## config.mk

```make
export PLATFORM = sky130hd
export DESIGN_NAME = gradient_magnitude_unifier_unit
export DESIGN_NICKNAME = d
export VERILOG_FILES = /design/src/sv/gmu_pkg.sv /design/src/sv/gmu_front.sv /design/src/sv/gmu_root_step.sv /design/src/sv/gmu_out.sv /design/src/sv/gradient_magnitude_unifier_unit.sv
export SDC_FILE = /design/constraint.sdc
export NUM_CORES = 1
export LEC_CHECK = 0
export BUFFER_PORTS_ARGS = -buffer_cell sky130_fd_sc_hd__buf_4
export CAP_MARGIN = 15
export CORE_ASPECT_RATIO = 1.1
export CORE_UTILIZATION = 60
export CTS_BUF_LIST = sky130_fd_sc_hd__clkbuf_4 sky130_fd_sc_hd__clkbuf_8 sky130_fd_sc_hd__clkbuf_16
export DETAILED_ROUTE_END_ITERATION = 7
export GPL_ROUTABILITY_DRIVEN = 0
export PLACE_DENSITY = 0.76
export SETUP_SLACK_MARGIN = 0.5
export SKIP_LAST_GASP = 1
export SYNTH_ARGS = -nofsm -noshare
export SYNTH_HDL_FRONTEND = slang
export SYNTH_HIERARCHICAL = 1
export SYNTH_SLANG_ARGS = --single-unit
```

## constraint.sdc

```tcl
create_clock -name i_clk -period 20.1 [get_ports i_clk]
set_clock_uncertainty 0.05 [all_clocks]
set_input_delay 2.01 -clock i_clk [delete_from_list [all_inputs] [get_ports i_clk]]
set_output_delay 2.01 -clock i_clk [all_outputs]
set_load 0.005 [all_outputs]
```

## src/sv/gmu_pkg.sv

```systemverilog
// Shared types and constants for the gradient magnitude unit.
// No dependencies; imported by every module of the block.
package gmu_pkg;

    // norm selector codes
    localparam logic [1:0] MODE_L1  = 2'd0;
    localparam logic [1:0] MODE_L2  = 2'd1;
    localparam logic [1:0] MODE_MAX = 2'd2;

    localparam logic [1:0] MODE_RESET = MODE_L2;

    // sideband that travels with every pixel pair down the pipe
    typedef struct packed {
        logic [1:0] mode;
        logic       last;
    } t_side;

endpackage

```

## src/sv/gmu_front.sv

```systemverilog
// Front end: squares both pixels, forms sum/max, then sums the squares.
// Two register stages with per-stage handshake. Depends on gmu_pkg.
module gmu_front import gmu_pkg::*; #(
    parameter int PIX_BITS = 8,
    parameter int RAD_W    = 2 * PIX_BITS + 2
) (
    input  logic                i_clk,
    input  logic                i_rst_n,
    input  logic                i_valid,
    output logic                o_ready,
    input  logic [PIX_BITS-1:0] i_x,
    input  logic [PIX_BITS-1:0] i_y,
    input  t_side               i_side,
    output logic                o_valid,
    input  logic                i_ready,
    output logic [RAD_W-1:0]    o_rad,
    output logic [PIX_BITS:0]   o_lin,
    output t_side               o_side
);

    localparam int SQ_W = 2 * PIX_BITS;

    logic                r_v1;
    logic [SQ_W-1:0]     r_sq_x;
    logic [SQ_W-1:0]     r_sq_y;
    logic [PIX_BITS:0]   r_lin1;
    t_side               r_side1;
    logic [SQ_W-1:0]     n_sq_x;
    logic [SQ_W-1:0]     n_sq_y;
    logic [PIX_BITS:0]   n_lin1;
    logic                w_rdy1;

    logic                r_v2;
    logic [RAD_W-1:0]    r_rad;
    logic [PIX_BITS:0]   r_lin2;
    t_side               r_side2;
    logic [RAD_W-1:0]    n_rad;

    assign w_rdy1  = !r_v2 || i_ready;
    assign o_ready = !r_v1 || w_rdy1;

    always_comb begin
        n_sq_x = SQ_W'(i_x) * SQ_W'(i_x);
        n_sq_y = SQ_W'(i_y) * SQ_W'(i_y);
        if (i_side.mode == MODE_MAX) begin
            n_lin1 = (i_x > i_y) ? {1'b0, i_x} : {1'b0, i_y};
        end else begin
            n_lin1 = {1'b0, i_x} + {1'b0, i_y};
        end
    end

    assign n_rad = RAD_W'(r_sq_x) + RAD_W'(r_sq_y);

    always_ff @(posedge i_clk) begin
        if (!i_rst_n) begin
            r_v1 <= 1'b0;
        end else if (o_ready) begin
            r_v1 <= i_valid;
        end
        if (o_ready) begin
            r_sq_x  <= n_sq_x;
            r_sq_y  <= n_sq_y;
            r_lin1  <= n_lin1;
            r_side1 <= i_side;
        end
    end

    always_ff @(posedge i_clk) begin
        if (!i_rst_n) begin
            r_v2 <= 1'b0;
        end else if (w_rdy1) begin
            r_v2 <= r_v1;
        end
        if (w_rdy1) begin
            r_rad   <= n_rad;
            r_lin2  <= r_lin1;
            r_side2 <= r_side1;
        end
    end

    assign o_valid = r_v2;
    assign o_rad   = r_rad;
    assign o_lin   = r_lin2;
    assign o_side  = r_side2;

endmodule

```

## src/sv/gmu_root_step.sv

```systemverilog
// One registered step of the digit-by-digit floor square root.
// Resolves one root bit per stage. Depends on gmu_pkg.
module gmu_root_step import gmu_pkg::*; #(
    parameter int RAD_W = 18,
    parameter int LIN_W = 9,
    parameter int STEP  = 0
) (
    input  logic             i_clk,
    input  logic             i_rst_n,
    input  logic             i_valid,
    output logic             o_ready,
    input  logic [RAD_W-1:0] i_rem,
    input  logic [RAD_W-1:0] i_root,
    input  logic [LIN_W-1:0] i_lin,
    input  t_side            i_side,
    output logic             o_valid,
    input  logic             i_ready,
    output logic [RAD_W-1:0] o_rem,
    output logic [RAD_W-1:0] o_root,
    output logic [LIN_W-1:0] o_lin,
    output t_side            o_side
);

    localparam logic [RAD_W-1:0] BIT = RAD_W'(1) << (2 * STEP);

    logic             r_valid;
    logic [RAD_W-1:0] r_rem;
    logic [RAD_W-1:0] r_root;
    logic [LIN_W-1:0] r_lin;
    t_side            r_side;
    logic [RAD_W-1:0] n_rem;
    logic [RAD_W-1:0] n_root;
    logic [RAD_W-1:0] w_trial;

    assign o_ready = !r_valid || i_ready;
    assign w_trial = i_root + BIT;

    always_comb begin
        if (i_rem >= w_trial) begin
            n_rem  = i_rem - w_trial;
            n_root = (i_root >> 1) + BIT;
        end else begin
            n_rem  = i_rem;
            n_root = i_root >> 1;
        end
    end

    always_ff @(posedge i_clk) begin
        if (!i_rst_n) begin
            r_valid <= 1'b0;
        end else if (o_ready) begin
            r_valid <= i_valid;
        end
        if (o_ready) begin
            r_rem  <= n_rem;
            r_root <= n_root;
            r_lin  <= i_lin;
            r_side <= i_side;
        end
    end

    assign o_valid = r_valid;
    assign o_rem   = r_rem;
    assign o_root  = r_root;
    assign o_lin   = r_lin;
    assign o_side  = r_side;

endmodule

```

## src/sv/gmu_out.sv

```systemverilog
// Output stage: picks the norm, saturates, holds the result beat.
// Depends on gmu_pkg.
module gmu_out import gmu_pkg::*; #(
    parameter int PIX_BITS = 8
) (
    input  logic                i_clk,
    input  logic                i_rst_n,
    input  logic                i_valid,
    output logic                o_ready,
    input  logic [PIX_BITS:0]   i_root,
    input  logic [PIX_BITS:0]   i_lin,
    input  t_side               i_side,
    output logic                o_valid,
    input  logic                i_ready,
    output logic [PIX_BITS-1:0] o_mag,
    output logic                o_over,
    output logic                o_last
);

    logic                r_valid;
    logic [PIX_BITS-1:0] r_mag;
    logic                r_over;
    logic                r_last;
    logic [PIX_BITS:0]   w_full;
    logic [PIX_BITS-1:0] n_mag;

    assign o_ready = !r_valid || i_ready;

    // unused code 3 falls through to L2
    assign w_full = (i_side.mode == MODE_L1 || i_side.mode == MODE_MAX) ? i_lin : i_root;
    // both norms stay below 2^(PIX_BITS+1), so the top bit is the overflow
    assign n_mag  = w_full[PIX_BITS] ? {PIX_BITS{1'b1}} : w_full[PIX_BITS-1:0];

    always_ff @(posedge i_clk) begin
        if (!i_rst_n) begin
            r_valid <= 1'b0;
        end else if (o_ready) begin
            r_valid <= i_valid;
        end
        if (o_ready) begin
            r_mag  <= n_mag;
            r_over <= w_full[PIX_BITS];
            r_last <= i_side.last;
        end
    end

    assign o_valid = r_valid;
    assign o_mag   = r_mag;
    assign o_over  = r_over;
    assign o_last  = r_last;

endmodule

```

## src/sv/gradient_magnitude_unifier_unit.sv

```systemverilog
// Gradient magnitude unit: L1, L2 (floor sqrt) or max norm of two pixels.
// Pipeline: two front stages, one square-root stage per root bit, one output stage.
// Throughput: one beat per cycle; each stage has its own valid and holds on stall.
// Reset (synchronous, active low) empties the pipe and sets the norm to L2.
module gradient_magnitude_unifier_unit import gmu_pkg::*; #(
    parameter int  PIXEL_BITS = 8,
    localparam int IN_W       = ((2 * PIXEL_BITS + 7) / 8) * 8,
    localparam int OUT_W      = ((PIXEL_BITS + 7) / 8) * 8
) (
    input  logic              i_clk,
    input  logic              i_rst_n,
    input  logic              i_s_tvalid,
    output logic              o_s_tready,
    input  logic [IN_W-1:0]   i_s_tdata,   // x_value, y_value
    input  logic              i_s_tlast,   // last_pixel
    output logic              o_m_tvalid,
    input  logic              i_m_tready,
    output logic [OUT_W-1:0]  o_m_tdata,   // magnitude
    output logic [0:0]        o_m_tuser,   // overflow
    output logic              o_m_tlast,   // last_out
    input  logic              i_cfg_valid,
    output logic              o_cfg_ready,
    input  logic [1:0]        i_cfg_data
);

    localparam int RAD_W = 2 * PIXEL_BITS + 2;
    localparam int NSTEP = RAD_W / 2;
    localparam int LIN_W = PIXEL_BITS + 1;

    logic [1:0]          r_norm_mode;
    t_side               w_in_side;

    logic [NSTEP:0]      w_valid;
    logic [NSTEP:0]      w_ready;
    logic [RAD_W-1:0]    w_rem  [0:NSTEP];
    logic [RAD_W-1:0]    w_root [0:NSTEP];
    logic [LIN_W-1:0]    w_lin  [0:NSTEP];
    t_side               w_side [0:NSTEP];
    logic [PIXEL_BITS-1:0] w_mag;

    assign o_cfg_ready = 1'b1;

    always_ff @(posedge i_clk) begin
        if (!i_rst_n) begin
            r_norm_mode <= MODE_RESET;
        end else if (i_cfg_valid) begin
            r_norm_mode <= i_cfg_data;
        end
    end

    assign w_in_side.mode = r_norm_mode;
    assign w_in_side.last = i_s_tlast;

    gmu_front #(
        .PIX_BITS (PIXEL_BITS),
        .RAD_W    (RAD_W)
    ) u_front (
        .i_clk   (i_clk),
        .i_rst_n (i_rst_n),
        .i_valid (i_s_tvalid),
        .o_ready (o_s_tready),
        .i_x     (i_s_tdata[PIXEL_BITS-1:0]),
        .i_y     (i_s_tdata[2*PIXEL_BITS-1:PIXEL_BITS]),
        .i_side  (w_in_side),
        .o_valid (w_valid[0]),
        .i_ready (w_ready[0]),
        .o_rad   (w_rem[0]),
        .o_lin   (w_lin[0]),
        .o_side  (w_side[0])
    );

    assign w_root[0] = '0;

    // root bits resolved from the top down
    for (genvar k = 0; k < NSTEP; k++) begin : g_root
        gmu_root_step #(
            .RAD_W (RAD_W),
            .LIN_W (LIN_W),
            .STEP  (NSTEP - 1 - k)
        ) u_step (
            .i_clk   (i_clk),
            .i_rst_n (i_rst_n),
            .i_valid (w_valid[k]),
            .o_ready (w_ready[k]),
            .i_rem   (w_rem[k]),
            .i_root  (w_root[k]),
            .i_lin   (w_lin[k]),
            .i_side  (w_side[k]),
            .o_valid (w_valid[k+1]),
            .i_ready (w_ready[k+1]),
            .o_rem   (w_rem[k+1]),
            .o_root  (w_root[k+1]),
            .o_lin   (w_lin[k+1]),
            .o_side  (w_side[k+1])
        );
    end

    gmu_out #(
        .PIX_BITS (PIXEL_BITS)
    ) u_out (
        .i_clk   (i_clk),
        .i_rst_n (i_rst_n),
        .i_valid (w_valid[NSTEP]),
        .o_ready (w_ready[NSTEP]),
        .i_root  (w_root[NSTEP][PIXEL_BITS:0]),
        .i_lin   (w_lin[NSTEP]),
        .i_side  (w_side[NSTEP]),
        .o_valid (o_m_tvalid),
        .i_ready (i_m_tready),
        .o_mag   (w_mag),
        .o_over  (o_m_tuser[0]),
        .o_last  (o_m_tlast)
    );

    assign o_m_tdata = OUT_W'(w_mag);

`ifndef SYNTHESIS
    // an overflowing norm must show as full scale
    a_sat_full: assert property (@(posedge i_clk) disable iff (!i_rst_n)
        (o_m_tvalid && o_m_tuser[0]) |-> (w_mag == {PIXEL_BITS{1'b1}}))
        else $error("overflow beat without saturated magnitude");

    // backpressure at the input only when a result is stuck at the output
    a_stall_src: assert property (@(posedge i_clk) disable iff (!i_rst_n)
        !o_s_tready |-> o_m_tvalid)
        else $error("input stalled while output is empty");

    // the norm leaves reset as L2
    a_mode_rst: assert property (@(posedge i_clk)
        $rose(i_rst_n) |-> (r_norm_mode == MODE_L2))
        else $error("norm mode not L2 after reset");

    // root register never grows beyond PIXEL_BITS+1 bits at the last step
    a_root_rng: assert property (@(posedge i_clk) disable iff (!i_rst_n)
        w_valid[NSTEP] |-> ((w_root[NSTEP] >> LIN_W) == '0))
        else $error("square root out of range");
`endif

endmodule

```

==> summary.txt, run 1 <==
Clock network
  – Max clock buf depth: 3
  – Clk root buf: clkbuf_16
  – Clock Sinks: 489
  – Clock transition at path regs: 0.06 ns
  – Post-CTS Setup Inserts: 0
  – Cts bufs inserted: 49
  – Clock H-tree levels: 2
  – CTS Hold Buffers Added: 0
  – Clk_lat worst skew: 0.59 ns
  – Post-CTS Resized: 0
  – TritonCTS clock tree: built

Floorplanning
  – Die height: 247 µm
  – # IOs: 37
  – Core area: 53,800 µm²
  – Die X: 225 µm
  – Num rows: 89
  – Starting Density: 60.9%
  – Die Footprint: 55,500 µm²

Finish
  – Final net count: 3,304
  – Layout area overhead: 7.58%
  – Layout cells sized above 1: 10.9%
  – Design area: 35,200 µm²
  – Most frequent cells in the layout: 475 x edfxtp_1, 267 x ha_1, 243 x inv_1
  – Most common cell after layout, fill and taps aside: edfxtp_1
  – Non-filler cells, final: 3,720
  – ANT cells: 0

Drt
  – Via density: 6.00
  – Drt first pass iters: 5
  – Post-route DRC: 0
  – DR WL/cell: 18.4 µm
  – Antenna viol nets, final: 0
  – 1st-iter DRT viols: 1,672
  – Routed wire length: 68.4 mm
  – DR vias: 22,300

Placed design
  – Number of port buffers: 35
  – Placed Cells: 3,629
  – Placed Area: 33,500 µm²
  – Dpl hpwl: 51.5 mm

Power and ir drop
  – Max IR drop VDD: 119 µV
  – Pwr Total: 6.18 mW
  – Lkg Pwr: 14.5 nW
  – Pwr dens: 175 nW/µm²

Global route
  – Overflow after GRT: 0
  – Largest net degree at the start of global routing: 50
  – First-pass GRT wire length: 110 mm
  – Vias in the first global route: 21,900
  – All-layer global routing usage: 24.7%
  – Antenna violations before repair: 0

Timing
  – RSZ-0062 raised after global routing: no
  – WHS: 0.357 ns
  – Slew @ Worst Pin: 1.11 ns
  – Final min period: 12.10 ns
  – Setup TNS Final: 0 ns
  – Crit share post-route: 60.2%
  – Final number of setup-violating endpoints: 0
  – Slew headroom: 26.2%
  – Final Hold Viols: 0
  – Max frequency: 0.0827 GHz
  – Slew Limit Fails: 0

Synth
  – Ys Warns: 6
  – Syn avg cell area: 11.3 µm²
  – Mapped Area: 32,700 µm²
  – Cell count after synthesis: 2,908

Worst setup path
  – CP startpoint kind: input port
  – Setup crit end kind: primary output
  – Critical path class: input port to primary output
  – Critical Path AT: 10.04 ns
  – Critical path peak fanout: 49
  – WP data required: 18.04 ns

Run status
  – Status: complete, no violations

Job
  – Max-cap violations: 0

Worst hold path
  – Tightest Hold Check Type: register to register
## flip-flops by register name (all words and copies together) (netlist names), 15 cells and up
name	cells
u_front/r_sq_x	15
u_front/r_sq_y	15
u_front/o_rad	17
g_root.u_step/o_rem	144
g_root.u_step/o_root	153
g_root.u_step/o_lin	81
g_root.u_step/o_side	18
## worst paths after layout
check	start	endpoint	slack (ns)	depth (start not counted)
worst max-delay path	i_m_tready	o_s_tready	8.00	20
worst min-delay path	g_root[4].u_step/o_lin[8]$_DFFE_PP_	g_root[5].u_step/o_lin[8]$_DFFE_PP_	0.36	0
worst max register to register	u_out/o_valid$_SDFFE_PN0P_	u_front/o_rad[15]$_DFFE_PP_	11.62	18
worst min register to register	g_root[4].u_step/o_lin[8]$_DFFE_PP_	g_root[5].u_step/o_lin[8]$_DFFE_PP_	0.36	0
## report_power, final
group          switching, mW  internal [mW]  leakage, nW
Combinational           1.83           1.51         8.50
Sequential             0.260           1.64         5.20
Clock                  0.380          0.562        0.838
Total                   2.47           3.71         14.5
## stage by stage
stage	util (%)	setup WS, ns
detailed placement	62.3	7.84
global placement	62.3	8.23
CTS	65.5	7.77
floorplan	-	3.15
finish	65.5	8.00
global route	65.5	7.24
## routing by layer
layer  wire length [µm]  part of all wire, %  track usage [%]  up-vias
met1              27500                   40             29.3    10800
met3               3010                  4.4             2.96      168
met5                  0                    0                0        -
met4               2210                  3.2             8.04        0
met2              35700                   52             46.1      692
li1                   -                    -                -    10700
## critical path: stages
cell and delay, ns:
buf_4 0.08, nand2b_1 0.50, nand2b_1 0.85, nand2b_2 0.26, buf_4 0.49, nand2b_2 0.23, buf_4 0.49, nand2b_2 0.22
buf_4 0.48, nand2b_2 0.23, buf_4 0.46, nand2b_2 0.23, buf_4 0.45, nand2b_2 0.95, nand2b_2 0.27, buf_4 0.47
nand2b_2 0.24, nor2b_1 0.09, nand2_2 0.72, buf_4 0.24
## cell type report
| class | count | area (µm²) |
|---|---|---|
| clock buffer | 63 | 1370 |
| timing repair buffer | 49 | 368 |
| multi-input combinational | 2118 | 16800 |
| fill | 3942 | 18600 |
| inverter | 246 | 923 |
| clock inverter | 27 | 328 |
| sequential | 489 | 14500 |
| tap | 728 | 911 |
No activity file was read; power rests on OpenSTA's default activity.
==> inputs of run 2 (changes only) <==
Clock period 20.1 ns to 12.5 ns, I/O delays scaled along.
==> run 2 against run 1 <==
Against the previous run:
- count of clock-buffer cells in the layout decreased by 4
- critical path depth decreased by 1
- critical endpoint unchanged
- hold slack improved by 0.0043 ns
- sequential share of layout area about the same
==> summary.txt, run 2 (synthesized netlist as in run 1, its figures left out) <==
Worst hold path
  – Tightest Hold Check Type: register to register

Power and ir drop
  – Pwr dens: 281 nW/µm² (+60%)
  – Max IR drop VDD: 180 µV (+52%)
  – Lkg Pwr: 14.5 nW (about the same)

Floorplanning
  – Die height: 247 µm (unchanged)
  – Die X: 225 µm (unchanged)
  – Starting Density: 60.9% (unchanged)
  – Core area: 53,800 µm² (unchanged)
  – Num rows: 89 (unchanged)
  – # IOs: 37 (unchanged)
  – Die Footprint: 55,500 µm² (unchanged)

Finish
  – Most frequent cells in the layout: 475 x edfxtp_1, 267 x ha_1, 243 x inv_1
  – Layout area overhead: 7.66% (about the same)
  – Storage cell area: 14,500 µm² (unchanged)
  – ANT cells: 0 (unchanged)
  – Layout cells sized above 1: 11.0% (+0.078 points)
  – Final Util: 65.5% (about the same)
  – Fill count: 3,980 (+0.96%)
  – Area of the multi-input gates: 16,800 µm² (unchanged)
  – Final net count: 3,307 (+0.091%)
  – Most common cell after layout, fill and taps aside: edfxtp_1
  – Non-filler cells, final: 3,726 (+0.16%)
  – Largest register FFs: 153 (unchanged)

Placed design
  – Number of port buffers: 35 (unchanged)
  – Dpl hpwl: 51.9 mm (+0.84%)
  – Worst slack, placed: 4.36 ns (-3.49 ns)
  – Placed Cells: 3,631 (+0.055%)

Clock network
  – Clock Sinks: 489 (unchanged)
  – Cts bufs inserted: 50 (+2.0%)
  – Clk root buf: clkbuf_16
  – Post-CTS Setup Inserts: 0 (unchanged)
  – Clock transition at path regs: 0.06 ns (about the same)
  – Clock H-tree levels: 2 (unchanged)
  – Post-CTS Resized: 0 (unchanged)
  – Clk_lat worst skew: 0.61 ns (+0.02 ns)
  – CTS Hold Buffers Added: 0 (unchanged)
  – TritonCTS clock tree: built
  – Max clock buf depth: 3 (unchanged)

Timing
  – RSZ-0062 raised after global routing: no
  – Fin worst setup slack: 4.42 ns (-3.58 ns)
  – WHS: 0.361 ns (+0.00426 ns)
  – Slew @ Worst Pin: 1.11 ns (-0.00118 ns)
  – Slew Limit Fails: 0 (unchanged)
  – Final min period: 8.08 ns
  – Crit share post-route: 64.6%
  – Max frequency: 0.124 GHz
  – Slew headroom: 26.2% (+0.079 points)
  – Setup TNS Final: 0 ns (unchanged)
  – Final number of setup-violating endpoints: 0 (unchanged)
  – Final Hold Viols: 0 (unchanged)

Worst setup path
  – Worst Setup EP: o_s_tready
  – Crit path launch: i_m_tready
  – R2r startpoint: u_out/o_valid$_SDFFE_PN0P_
  – R2r setup slk: 5.79 ns (-5.83 ns)
  – Critical Path AT: 6.78 ns (-3.26 ns)
  – CP startpoint kind: input port
  – Setup crit end kind: primary output
  – WP data required: 11.20 ns (-6.84 ns)
  – R2R cell count: 17 (-1)
  – Critical path peak fanout: 49 (unchanged)
  – RR Endpoint: u_front/o_lin[3]$_DFFE_PP_
  – Critical path class: input port to primary output

Global route
  – First-pass GRT wire length: 110 mm (about the same)
  – Overflow after GRT: 0 (unchanged)
  – Vias in the first global route: 22,100 (+0.62%)
  – Antenna violations before repair: 0 (unchanged)
  – Largest net degree at the start of global routing: 50 (unchanged)
  – All-layer global routing usage: 24.7% (about the same)

Drt
  – Drt first pass iters: 6 (+1)
  – 1st-iter DRT viols: 1,655 (-1.0%)
  – Routed wire length: 67.9 mm (-0.73%)
  – Post-route DRC: 0 (unchanged)
  – DR WL/cell: 18.2 µm (-0.89%)
  – Via density: 5.95 (-0.86%)
  – Antenna viol nets, final: 0 (unchanged)
  – DR vias: 22,200 (-0.70%)

Run status
  – Status: complete, no violations

Job
  – Max-cap violations: 0 (unchanged)
[run 2: cell types whose count changed in the layout (fill, tap and decap cells not counted)]
cell,before,now
clkinv_16,0,1
clkinvlp_4,3,4
clkinv_4,2,3
clkbuf_16,50,51
clkinv_2,7,11
bufinv_16,6,4
clkinv_8,1,0
buf_4,49,50
inv_6,2,3
clkbuf_8,3,5
clkinv_1,7,10
clkbuf_4,10,4
[run 2: metal layers]
metal	global-route usage, %	routed length [µm]	vias up
met5	0	0	-
met4	10.5	3010	0
met2	44.5	34600	656
met3	3.28	2970	203
li1	-	-	10700
met1	29.4	27400	10600
[run 2: metrics by stage]
stage / power, mW / instance area (µm²)
final: 9.89 / 35200
after global routing: 10.5 / 35200
after CTS: 9.86 / 35200
after detailed placement: 8.28 / 33500
after global placement: 8.10 / 33500
after floorplan: 7.22 / 32900
[run 2: final cells by class]
cell class	count	share of cell area, %
timing repair buffer	51	1.10
clock buffer	59	3.86
multi-input combinational	2118	47.6
clock inverter	35	0.959
sequential	489	41.3
inverter	246	2.62
tap	728	2.58
[run 2: worst min path at each step]
stage                                        start                                   to  slack [ns]  cells past startpoint
2_1_floorplan           u_front/o_lin[0]$_DFFE_PP_  g_root[0].u_step/o_lin[0]$_DFFE_PP_        0.35                      0
3_3_place_gp            u_front/o_lin[1]$_DFFE_PP_  g_root[0].u_step/o_lin[1]$_DFFE_PP_        0.35                      0
3_5_place_dp            u_front/o_lin[3]$_DFFE_PP_  g_root[0].u_step/o_lin[3]$_DFFE_PP_        0.35                      0
4_1_cts        g_root[4].u_step/o_lin[5]$_DFFE_PP_  g_root[5].u_step/o_lin[5]$_DFFE_PP_        0.36                      0
5_1_grt        g_root[2].u_step/o_lin[8]$_DFFE_PP_  g_root[3].u_step/o_lin[8]$_DFFE_PP_        0.37                      0
6_report       g_root[4].u_step/o_lin[5]$_DFFE_PP_  g_root[5].u_step/o_lin[5]$_DFFE_PP_        0.36                      0
[run 2: power breakdown]
group / total [mW] / switching, mW / internal (mW)
sequential: 3.04 / 0.408 / 2.64
clock: 1.51 / 0.640 / 0.871
combinational: 5.34 / 2.92 / 2.42
total: 9.89 / 3.96 / 5.93
[run 2: worst max-delay path, stage by stage]
cell	delay (ns)
buf_4	0.07
nand2b_1	0.42
nand2b_1	0.17
buf_4	0.27
nand2b_2	0.18
nand2b_2	0.10
buf_4	0.49
nand2b_2	0.23
buf_4	0.48
nand2b_2	0.22
buf_4	0.47
nand2b_2	0.93
nand2b_2	0.27
buf_4	0.46
nand2b_2	0.26
nand2b_2	0.13
nor2b_1	0.08
nand2_2	0.10
buf_4	0.11
==> inputs of run 3 (changes only) <==
Settings changed: ABC_AREA set to 1, CORE_UTILIZATION 60 to 59, PLACE_DENSITY 0.76 to 0.78.
Clock period 12.5 ns to 7 ns, I/O delays scaled along.
==> run 3 against run 2 <==
Against the previous run:
- cell area rose by 6.8%
- register-to-register slack worse by 4.0 ns
- synthesized cell count is 46% higher
- critical endpoint unchanged
- largest power group unchanged
==> summary.txt, run 3 <==
Floorplanning
  – Die Footprint: 60,200 µm² (+8.4%)
  – # IOs: 37 (unchanged)
  – Die height: 257 µm (+4.1%)
  – Die X: 234 µm (+4.1%)
  – Num rows: 93 (+4.5%)
  – Starting Density: 59.7% (-1.2 points)
  – Core area: 58,500 µm² (+8.8%)

Power and ir drop
  – Lkg Pwr: 18.6 nW (+28%)
  – P_sw: 7.94 mW (+100%)
  – Pwr Total: 17.5 mW (+77%)
  – Reg power frac: 30.5% (-0.3 points)
  – Pint: 9.56 mW (+61%)
  – Pwr dens: 465 nW/µm² (+66%)
  – Comb power frac: 53.9% (about the same)
  – Clock power share: 15.6% (+0.3 points)
  – Net Sw Frac: 45.4% (+5.3 points)
  – Max IR drop VDD: 308 µV (+71%)

Global route
  – Overflow after GRT: 0 (unchanged)
  – Vias in the first global route: 26,200 (+19%)
  – First-pass GRT wire length: 125 mm (+14%)
  – All-layer global routing usage: 25.7% (+1.0 points)
  – Largest net degree at the start of global routing: 51 (+2.0%)
  – Antenna violations before repair: 0 (unchanged)

Timing
  – Final Hold Viols: 0 (unchanged)
  – Slew @ Worst Pin: 1.04 ns (-0.0658 ns)
  – Final min period: 5.87 ns
  – Final number of setup-violating endpoints: 0 (unchanged)
  – Crit share post-route: 83.9%
  – Slew headroom: 30.6% (+4.4 points)
  – Fin worst setup slack: 1.13 ns (-3.30 ns)
  – Slew Limit Fails: 0 (unchanged)
  – RSZ-0062 raised after global routing: no
  – Setup TNS Final: 0 ns (unchanged)
  – Max frequency: 0.170 GHz

Finish
  – Layout area overhead: 7.78%
  – Most frequent cells in the layout: 1,376 x nand2_1, 663 x inv_1, 475 x edfxtp_1
  – ANT cells: 0 (unchanged)
  – Layout cells sized above 1: 5.72% (-5.3 points)
  – Final net count: 4,660 (+41%)
  – Final Util: 64.3% (-1.2 points)
  – Most common cell after layout, fill and taps aside: nand2_1
  – Largest register FFs: 153 (unchanged)
  – Fill count: 4,865 (+22%)

Clock network
  – TritonCTS clock tree: built
  – CTS Hold Buffers Added: 0 (unchanged)
  – Cts bufs inserted: 51 (+2.0%)
  – Clock transition at path regs: 0.06 ns (about the same)
  – Post-CTS Resized: 0 (unchanged)
  – Clk_lat worst skew: 0.61 ns (about the same)
  – Post-CTS Setup Inserts: 0 (unchanged)
  – Clk root buf: clkbuf_16
  – Max clock buf depth: 3 (unchanged)
  – Clock H-tree levels: 2 (unchanged)
  – Clock Sinks: 489 (unchanged)

Worst setup path
  – CP startpoint kind: register
  – Critical path peak fanout: 49 (unchanged)
  – Setup crit end kind: primary output
  – WP data required: 6.25 ns (-4.95 ns)
  – Critical Path AT: 5.12 ns (-1.66 ns)
  – Critical path class: register to primary output

Drt
  – Antenna viol nets, final: 0 (unchanged)
  – DR vias: 27,000 (+22%)
  – Post-route DRC: 0 (unchanged)
  – DR WL/cell: 14.7 µm (-19%)
  – Routed wire length: 75.4 mm (+11%)
  – Drt first pass iters: 8 (+2)
  – Via density: 5.28 (-11%)
  – 1st-iter DRT viols: 1,806 (+9.1%)

Job
  – Max-cap violations: 0 (unchanged)

Synth
  – Syn avg cell area: 8.22 µm² (-27%)
  – Mapped Area: 34,900 µm² (+6.7%)
  – Cell count after synthesis: 4,248 (+46%)
  – Ys Warns: 6 (unchanged)

Placed design
  – Dpl hpwl: 58.6 mm (+13%)
  – Number of port buffers: 35 (unchanged)
  – Worst slack, placed: 0.950 ns (-3.41 ns)

Run status
  – Status: complete, no violations

Worst hold path
  – Tightest Hold Check Type: input port to register
run 3: layer usage:
layer	vias up	wire, µm	GRT usage (%)
met4	0	2220	8.24
li1	13700	-	-
met5	-	0	0
met3	162	3430	3.32
met2	632	39000	46.9
met1	12500	30800	30.9
run 3: stage by stage:
stage	instances	instance area [µm²]	hold WS, ns
finish	5112	37600	0.220
global route	5112	37600	0.195
CTS	5112	37600	0.188
detailed placement	5016	35900	0.355
global placement	5016	35900	0.351
floorplan	4284	35200	0.350
run 3: worst paths after layout:
kind                               from                                   to  slack [ns]  cells past startpoint
max          u_out/o_valid$_SDFFE_PN0P_                           o_s_tready        1.13                     22
min                           i_s_tlast         u_front/r_side1[0]$_DFFE_PP_        0.22                      1
min reg2reg  u_front/o_lin[5]$_DFFE_PP_  g_root[0].u_step/o_lin[5]$_DFFE_PP_        0.36                      0
max reg2reg  u_out/o_valid$_SDFFE_PN0P_          u_front/r_sq_y[5]$_DFFE_PP_        1.75                     22
run 3: final cells by class:
type,count,area [µm²],share of cell area [%]
timing repair buffer,40,300,0.798
clock inverter,35,337,0.894
multi-input combinational,3047,17600,46.7
inverter,680,2560,6.81
tap,760,951,2.53
sequential,489,14500,38.6
clock buffer,61,1380,3.67
run 3: power groups by stage:
stage / Sequential, mW / Combinational [mW] / Clock, mW
after detailed placement: 5.36 / 9.30 / 0
after global placement: 5.35 / 9.11 / 0
after CTS: 5.32 / 9.36 / 2.79
final: 5.33 / 9.43 / 2.73
after floorplan: 5.06 / 7.60 / 0
after global routing: 5.41 / 10.8 / 2.90
run 3: critical path, stage by stage (launching register included):
cell and delay (ns):
dfxtp_1 0.33, nand2_1 0.34, inv_1 0.17, nand2_2 0.30, inv_1 0.26, nand2_8 0.26
inv_1 0.20, nand2_4 0.06, inv_1 0.10, nand2_4 0.05, inv_1 0.13, nand2_8 0.23
inv_1 0.24, nand2_8 0.24, inv_1 0.23, nand2_8 0.23, inv_1 0.23, nand2_8 0.24
inv_1 0.19, nand2_4 0.06, inv_1 0.13, nand3_4 0.09, buf_4 0.15
